[config.mk]
export PLATFORM = sky130hd
export DESIGN_NAME = door_sensor_window_debounce_flat
export DESIGN_NICKNAME = d
export VERILOG_FILES = /design/src/dswd_pkg.sv /design/src/dswd_if.sv /design/src/door_sensor_window_debounce.sv /design/src/dswd_cell.sv /design/src/dswd_box_counter.sv /design/src/flat_wrapper.sv
export VERILOG_INCLUDE_DIRS = /design/src /design/src/src
export SDC_FILE = /design/constraint.sdc
export NUM_CORES = 1
export LEC_CHECK = 0
export BUFFER_PORTS_ARGS = -buffer_cell sky130_fd_sc_hd__buf_2
export CAP_MARGIN = 25
export CORE_ASPECT_RATIO = 0.5
export CORE_MARGIN = 5
export CORE_UTILIZATION = 25
export CTS_CLUSTER_DIAMETER = 80
export DETAILED_ROUTE_END_ITERATION = 8
export HOLD_SLACK_MARGIN = 0.12
export PLACE_DENSITY_LB_ADDON = 0.08
export RECOVER_POWER = 100
export REMOVE_ABC_BUFFERS = 1
export SETUP_SLACK_MARGIN = 0.2
export SYNTH_ARGS = -nofsm -noshare
export SYNTH_HDL_FRONTEND = slang
export SYNTH_SLANG_ARGS = --single-unit
[constraint.sdc]
create_clock -name clk -period 5.9 [get_ports clk]
set_input_delay 0.59 -clock clk [delete_from_list [all_inputs] [get_ports clk]]
set_output_delay 0.59 -clock clk [all_outputs]
set_load 0.005 [all_outputs]
[src/door_sensor_window_debounce_defines.svh]
// Assertion macros used by the top-level design file.
`ifndef DOOR_SENSOR_WINDOW_DEBOUNCE_DEFINES_SVH
`define DOOR_SENSOR_WINDOW_DEBOUNCE_DEFINES_SVH

// Same-cycle implication, disabled while in reset.
`define DSWD_ASSERT_IMPLY(label, clk, rst, a, b) \
  label: assert property (@(posedge clk) disable iff (rst) (a) |-> (b)) \
    else $error("dswd assertion failed: same-cycle implication");

// Next-cycle implication, disabled while in reset.
`define DSWD_ASSERT_NEXT(label, clk, rst, a, b) \
  label: assert property (@(posedge clk) disable iff (rst) (a) |=> (b)) \
    else $error("dswd assertion failed: next-cycle implication");

`endif

[src/dswd_pkg.sv]
package dswd_pkg;

  localparam int NUM_BOX   = 3;
  localparam int THR_W     = 7;
  localparam int DATA_W    = 32;
  localparam int ADDR_W    = 3;
  localparam int REG_IDX_W = 1;

  localparam logic [THR_W-1:0]     THR_RESET          = 7'd20;
  localparam logic [REG_IDX_W-1:0] REG_OPEN_THRESHOLD = 1'b0;

  typedef logic [NUM_BOX-1:0] box_vec_t;

  typedef struct packed {
    box_vec_t filtered_state;
    box_vec_t opened_edges;
    box_vec_t closed_edges;
  } result_t;

  // Per-box update handed from the top level to a counter.
  typedef struct packed {
    logic advance;
    logic add;
    logic drop;
  } box_step_t;

endpackage

[src/dswd_if.sv]
interface dswd_in_if;
  logic valid;
  logic ready;
  logic box_a_raw;
  logic box_b_raw;
  logic box_c_raw;

  modport source (output valid, output box_a_raw, output box_b_raw, output box_c_raw,
                  input ready);
  modport sink (input valid, input box_a_raw, input box_b_raw, input box_c_raw,
                output ready);
endinterface

interface dswd_out_if;
  logic       valid;
  logic       ready;
  logic [2:0] filtered_state;
  logic [2:0] opened_edges;
  logic [2:0] closed_edges;

  modport source (output valid, output filtered_state, output opened_edges,
                  output closed_edges, input ready);
  modport sink (input valid, input filtered_state, input opened_edges,
                input closed_edges, output ready);
endinterface

[src/door_sensor_window_debounce.sv]
// Channel   Role    Payload                                          Accepted when
// samples   sink    box_a_raw, box_b_raw, box_c_raw                  valid && ready
// results   source  filtered_state, opened_edges, closed_edges       valid && ready
// apb       slave   open_threshold at byte address 0                 psel && penable && pwrite
//
// One item per cycle while input ready is high; each result is registered in the output
// register, or the skid slot if the output holds; the counters and shift line set its value.
// Reset clears the whole history, counters and previous state together; no sweep.
// A two-entry output buffer parts the sides: input ready drops only when both are full.
`include "door_sensor_window_debounce_defines.svh"

module door_sensor_window_debounce
  import dswd_pkg::*;
#(
  parameter int WINDOW = 32
)
(
  input  logic              clk,
  input  logic              rst,
  dswd_in_if.sink           samples,
  dswd_out_if.source        results,
  input  logic              psel,
  input  logic              penable,
  input  logic              pwrite,
  input  logic [ADDR_W-1:0] paddr,
  input  logic [DATA_W-1:0] pwdata,
  output logic [DATA_W-1:0] prdata,
  output logic              pready
);

  localparam int CNT_W = $clog2(WINDOW + 1);

  // Configuration register.
  logic [THR_W-1:0]     open_threshold;
  logic [REG_IDX_W-1:0] reg_idx;

  assign reg_idx = paddr[ADDR_W-1:2];
  assign pready  = 1'b1;

  always_ff @(posedge clk) begin
    if (rst) begin
      open_threshold <= THR_RESET;
    end else if (psel && penable && pwrite && (reg_idx == REG_OPEN_THRESHOLD)) begin
      open_threshold <= pwdata[THR_W-1:0];
    end
  end

  always_comb begin
    prdata = '0;
    if (reg_idx == REG_OPEN_THRESHOLD) begin
      prdata = DATA_W'(open_threshold);
    end
  end

  // Handshake and the two-entry output buffer.
  logic    accept;
  logic    pop;
  logic    out_valid;
  logic    skid_valid;
  result_t out_q;
  result_t skid_q;
  result_t result_new;

  assign samples.ready = !skid_valid;
  assign accept        = samples.valid && samples.ready;
  assign pop           = out_valid && results.ready;

  // History shift line: tap 0 takes the new sample, the last tap is the oldest in the window.
  box_vec_t taps [WINDOW+1];
  assign taps[0] = {samples.box_c_raw, samples.box_b_raw, samples.box_a_raw};

  for (genvar i = 0; i < WINDOW; i++) begin : g_cell
    dswd_cell u_cell (
      .clk     (clk),
      .rst     (rst),
      .advance (accept),
      .d       (taps[i]),
      .q       (taps[i+1])
    );
  end

  // One running counter per box: add the newest bit, drop the bit leaving the window.
  box_vec_t filtered;
  box_vec_t last_filtered;

  for (genvar b = 0; b < NUM_BOX; b++) begin : g_box
    box_step_t step;
    assign step = '{advance: accept, add: taps[0][b], drop: taps[WINDOW][b]};

    dswd_box_counter #(.CNT_W(CNT_W)) u_counter (
      .clk       (clk),
      .rst       (rst),
      .step      (step),
      .threshold (open_threshold),
      .is_open   (filtered[b])
    );
  end

  assign result_new = '{filtered_state: filtered,
                        opened_edges:   filtered & ~last_filtered,
                        closed_edges:   ~filtered & last_filtered};

  always_ff @(posedge clk) begin
    if (rst) begin
      last_filtered <= '0;
    end else if (accept) begin
      last_filtered <= filtered;
    end
  end

  // Fill the output register first; park an item in the skid slot only when the output holds.
  always_ff @(posedge clk) begin
    if (rst) begin
      out_valid  <= 1'b0;
      skid_valid <= 1'b0;
    end else if (skid_valid) begin
      if (pop) begin
        out_valid  <= 1'b1;
        skid_valid <= 1'b0;
      end
    end else if (accept) begin
      if (out_valid && !pop) begin
        skid_valid <= 1'b1;
      end else begin
        out_valid <= 1'b1;
      end
    end else if (pop) begin
      out_valid <= 1'b0;
    end
  end

  always_ff @(posedge clk) begin
    if (skid_valid) begin
      if (pop) begin
        out_q <= skid_q;
      end
    end else if (accept) begin
      if (out_valid && !pop) begin
        skid_q <= result_new;
      end else begin
        out_q <= result_new;
      end
    end
  end

  assign results.valid          = out_valid;
  assign results.filtered_state = out_q.filtered_state;
  assign results.opened_edges   = out_q.opened_edges;
  assign results.closed_edges   = out_q.closed_edges;

  // The skid slot is used only behind a held output.
  `DSWD_ASSERT_IMPLY(a_skid_behind_out, clk, rst, skid_valid, out_valid)
  // An item taken into an empty buffer shows at the output next cycle.
  `DSWD_ASSERT_NEXT(a_accept_shows, clk, rst, accept && !out_valid, out_valid)
  // A box cannot open and close on the same item.
  `DSWD_ASSERT_IMPLY(a_edges_disjoint, clk, rst, results.valid,
                     (results.opened_edges & results.closed_edges) == '0)
  // An open edge means the box is now filtered open.
  `DSWD_ASSERT_IMPLY(a_open_edge_state, clk, rst, results.valid,
                     (results.opened_edges & ~results.filtered_state) == '0)

endmodule

[src/dswd_cell.sv]
module dswd_cell
  import dswd_pkg::*;
(
  input  logic     clk,
  input  logic     rst,
  input  logic     advance,
  input  box_vec_t d,
  output box_vec_t q
);

  box_vec_t sample;

  // Shift one slot toward the old end on every accepted item.
  always_ff @(posedge clk) begin
    if (rst) begin
      sample <= '0;
    end else if (advance) begin
      sample <= d;
    end
  end

  assign q = sample;

endmodule

[src/dswd_box_counter.sv]
module dswd_box_counter
  import dswd_pkg::*;
#(
  parameter int CNT_W = 6
)
(
  input  logic             clk,
  input  logic             rst,
  input  box_step_t        step,
  input  logic [THR_W-1:0] threshold,
  output logic             is_open
);

  logic [CNT_W-1:0] count;
  logic [CNT_W-1:0] count_next;
  logic [CNT_W-1:0] kept;

  always_comb begin
    kept = (count >= CNT_W'(step.drop)) ? count - CNT_W'(step.drop) : count;
    count_next = kept + CNT_W'(step.add);
    is_open = THR_W'(count_next) > threshold;
  end

  always_ff @(posedge clk) begin
    if (rst) begin
      count <= '0;
    end else if (step.advance) begin
      count <= count_next;
    end
  end

endmodule

[src/flat_wrapper.sv]
// flat-port wrapper written by rule: the top's interface ports become plain ports
module door_sensor_window_debounce_flat import dswd_pkg::*;
#(
  parameter int WINDOW = 32
)
  (clk, rst, psel, penable, pwrite, paddr, pwdata, prdata, pready, samples_valid, samples_box_a_raw, samples_box_b_raw, samples_box_c_raw, samples_ready, results_valid, results_filtered_state, results_opened_edges, results_closed_edges, results_ready);
  dswd_in_if samples_i ();
  dswd_out_if results_i ();
  input  logic clk;
  input  logic rst;
  input  logic psel;
  input  logic penable;
  input  logic pwrite;
  input  logic [ADDR_W-1:0] paddr;
  input  logic [DATA_W-1:0] pwdata;
  output logic [DATA_W-1:0] prdata;
  output logic pready;
  input wire logic [$bits(samples_i.valid)-1:0] samples_valid;
  input wire logic [$bits(samples_i.box_a_raw)-1:0] samples_box_a_raw;
  input wire logic [$bits(samples_i.box_b_raw)-1:0] samples_box_b_raw;
  input wire logic [$bits(samples_i.box_c_raw)-1:0] samples_box_c_raw;
  output wire logic [$bits(samples_i.ready)-1:0] samples_ready;
  output wire logic [$bits(results_i.valid)-1:0] results_valid;
  output wire logic [$bits(results_i.filtered_state)-1:0] results_filtered_state;
  output wire logic [$bits(results_i.opened_edges)-1:0] results_opened_edges;
  output wire logic [$bits(results_i.closed_edges)-1:0] results_closed_edges;
  input wire logic [$bits(results_i.ready)-1:0] results_ready;
  assign samples_i.valid = samples_valid;
  assign samples_i.box_a_raw = samples_box_a_raw;
  assign samples_i.box_b_raw = samples_box_b_raw;
  assign samples_i.box_c_raw = samples_box_c_raw;
  assign samples_ready = samples_i.ready;
  assign results_valid = results_i.valid;
  assign results_filtered_state = results_i.filtered_state;
  assign results_opened_edges = results_i.opened_edges;
  assign results_closed_edges = results_i.closed_edges;
  assign results_i.ready = results_ready;
  door_sensor_window_debounce #(.WINDOW(WINDOW)) u_core (.clk(clk), .rst(rst), .samples(samples_i), .results(results_i), .psel(psel), .penable(penable), .pwrite(pwrite), .paddr(paddr), .pwdata(pwdata), .prdata(prdata), .pready(pready));
endmodule
==> out/qor.txt <==
vias in the first global route = 5,158
Filler cells = 2,955
RSZ-0062 raised after global routing = no
hold wc startpoint = results_ready
status = finished, violations left
number of port buffers = 35
aggregate global-route resource usage = 10.2%
crit path DAT = 4.82 ns
largest net degree at the start of global routing = 80
register area share after synthesis = 44.3%
deepest clock path buffer count = 2
Worst Skew = 0.0167 ns
H-tree Lvls = 4
Synth Instances = 854
Layout Area Growth over Synthesis = 13.6%
startpoint types = register
sw frac = 24.1%
max incr delay on CP = 0.48 ns
CP endpoint kind = register
failing checks = capacitance limit, slew limit
cts repair resizes = 0
sequential share of power = 45.2%
most used cell, CP = ha_1
Max Fclk = 214 MHz
final hold vios = 0
Initial Util = 25.2%
DR WL/cell = 12.4 um
Critical Path, Cell by Cell = inv_1, ha_1, ha_1, nand2b_1, nor2_1, nand2_1, a21oi_1, ha_1, ha_1, nand2b_1, nand3_1, nor2_1, mux2i_1, ha_1, a21oi_1, nor2b_1, o31ai_1, clkbuf_1, o21ai_0
largest family of logic cells by synthesized area = simple AND/OR/NAND/NOR gates
area of the mapped netlist = 6920 um2
worst skew pair latency = 0.43 ns
Slowest cell on crit path = ha_1
Crit Path Category = register to register
gpl congestion = 0.748
Synth Area in Compound Gates = 17.5%
via count = 5,497
Num CTS Buffers = 17
fin worst setup slack = 1.22 ns
Seq cells post-synth = 144
io pins = 89
mux share of post-synthesis cell area = 1.45%
initial antenna violation count = 0
P_int = 1.73 mW
CTS tree = built
Synth async-reset ratio = 0%
Synth Area in Adders = 5.43%
# nets final = 931
Synth Area per Inst = 8.10 um2
Layout Utilization = 28.6%
total chip power = 2.27 mW
TNS Setup = 0 ns
Multi-input gate area = 3440 um2
DRC Markers = 0
switching power = 548 uW
reg2reg start = u_core.g_box[1].u_counter.count[0]
Setup Fix Bufs, Post-CTS = 0
Via density = 4.39
CP Max Fanout = 13
n_diodes = 0
DRT Pass-1 Iters = 4
Final period util = 79.3%
global-route wire length before repair = 26,000 um
PwrDens = 289 nW/um2
Detail Route Antenna Nets = 0
pre-CTS WS = 1.40 ns
Leakage = 2.83 nW
Max Slew Vio Count = 205
Post-Synth Simple-Gate Area = 21.5%
minimum clock period = 4.68 ns
Max-cap violations = 3
GR Overflow Total = 0
Slew Limit Headroom = -134%
clock slew at reported path FFs = 0.06 ns
setup violators final = 0
EDFF count, synth = 18
HP Class = input pin to register
clock power share = 47.6%
die area = 31,300 um2
DRT iter0 DRCs = 347
CORE AREA = 27,500 um2
XOR/XNOR share of the synthesized area = 2.53%
Peak VDD IR = 0.157 mV
Yosys warning count = 0
overall die height = 128 um
CTS root buf = clkbuf_16
Total Wirelength = 15,500 um
Critical Path Start = u_core.g_box[1].u_counter.count[0]
cts-stage hold buffer count = 0
Die Wd = 245 um
Core Rows = 43
hpwl dp = 9710 um
library cells used by synthesis = 57
Storage cell area = 3060 um2
layout cells sized above 1 = 7.02%
slew of the pin with the lowest slew margin = 3.50 ns
Top FF cell, synth = dfxtp_1
power share of the combinational group = 7.2%
CTS sink count = 144
Crit path required time = 6.04 ns
==> state kept, by name, summed over array words and instances (netlist names), 3 cells and up <==
signal,count
u_core.skid_q,9
u_core.results.closed_edges,3
u_core.last_filtered,3
u_core.results.filtered_state,3
u_core.g_box.u_counter.count,18
u_core.results.opened_edges,3
u_core.open_threshold,7
u_core.g_cell.u_cell.q,96
==> layer usage <==
layer  vias up  part of all wire [%]  global-route usage, %  wire length [um]
li1       2841                     -                      -                 -
met1      2568                    50                   13.3              7710
met2        81                    46                   16.4              7090
met3         7                   3.8                   3.14               586
met4         0                  0.86                   3.16               133
met5         -                     0                      0                 0
==> path summary, 6_finish.rpt <==
path	to	slack (ns)	cells after the start
min	u_core.skid_valid	0.38	2
min reg2reg	u_core.g_cell[28].u_cell.q[1]	0.45	2
max	u_core.results.filtered_state[1]	1.22	19
max reg2reg	u_core.results.filtered_state[1]	1.22	19
==> layout make-up <==
class | instances | area share, %
Tap cell | 382 | 6.08
Clock inverter | 10 | 1.73
Clock buffer | 22 | 5.65
Multi-Input combinational cell | 628 | 43.8
Timing Repair Buffer | 41 | 2.63
Inverter | 24 | 1.15
Sequential cell | 144 | 39.0
==> critical path, delay by kind of cell, from the launching register on <==
family / cells / cell delay [ns]
fa+ha+maj: 5 / 1.51
buf+inv: 2 / 0.43
flops: 1 / 0.32
mux: 1 / 0.23
simple gates: 7 / 1.17
compound gates: 4 / 0.72
==> logic make-up (layout without fill, tap and decap cells) <==
group | after synthesis | after routing
simple gates | 341 | 341
compound gates | 201 | 201
flops | 144 | 144
buf+inv | 106 | 97
fa+ha+maj | 30 | 30
xor+xnor | 20 | 20
mux | 10 | 10
other cells | 2 | 26
==> through the flow <==
stage	std cells	hold WS, ns	cell area, um2
finish	1251	0.379	7860
global route	1251	0.355	7860
CTS	1251	0.342	7910
detailed placement	1219	0.442	7330
global placement	1219	0.436	7330
floorplan	796	0.426	6600
==> synth_stat cells (3+ instances only) <==
cell type | n | share of area [%]
a211o_1 | 5 | 0.63
a211oi_1 | 3 | 0.33
a21oi_1 | 124 | 9.0
a311oi_1 | 8 | 1.0
a31o_2 | 4 | 0.51
and2_1 | 7 | 0.63
buf_1 | 13 | 0.71
buf_2 | 3 | 0.22
buf_4 | 26 | 2.8
clkbuf_1 | 40 | 2.2
dfxtp_1 | 126 | 36
edfxtp_1 | 18 | 7.8
ha_1 | 30 | 5.4
inv_1 | 24 | 1.3
mux2i_1 | 10 | 1.4
nand2_1 | 229 | 12
nand2b_1 | 10 | 0.90
nand3_1 | 8 | 0.58
nand3b_1 | 5 | 0.54
nand4_1 | 3 | 0.27
nor2_1 | 36 | 2.0
nor2b_1 | 16 | 1.4
nor3_1 | 8 | 0.58
nor3b_1 | 5 | 0.54
o21a_1 | 6 | 0.65
o21ai_0 | 15 | 1.1
o21bai_1 | 3 | 0.33
o31ai_1 | 9 | 0.98
o32ai_1 | 4 | 0.51
o41ai_1 | 3 | 0.38
xnor2_1 | 9 | 1.1
xor2_1 | 11 | 1.4
==> cells in the final DEF (no fill, tap or decap), types with 11 or more instances in the layout <==
cell and instances:
a21oi_1 124, nor2b_1 16, nor2_1 36, nand2_1 229, edfxtp_1 18, dfxtp_1 126
ha_1 30, conb_1 26, clkbuf_1 20, clkbuf_16 17, o21ai_0 15, inv_1 24
buf_2 20, xor2_1 11
==> power by group through the flow <==
stage	clock network [mW]	registers [mW]	logic, mW
finish	1.08	1.03	0.164
global route	1.17	1.03	0.191
CTS	1.13	1.03	0.172
detailed placement	0	1.05	0.172
global placement	0	1.05	0.172
floorplan	0	1.05	0.0969
Note: power is estimated with default switching activity, not from simulation.
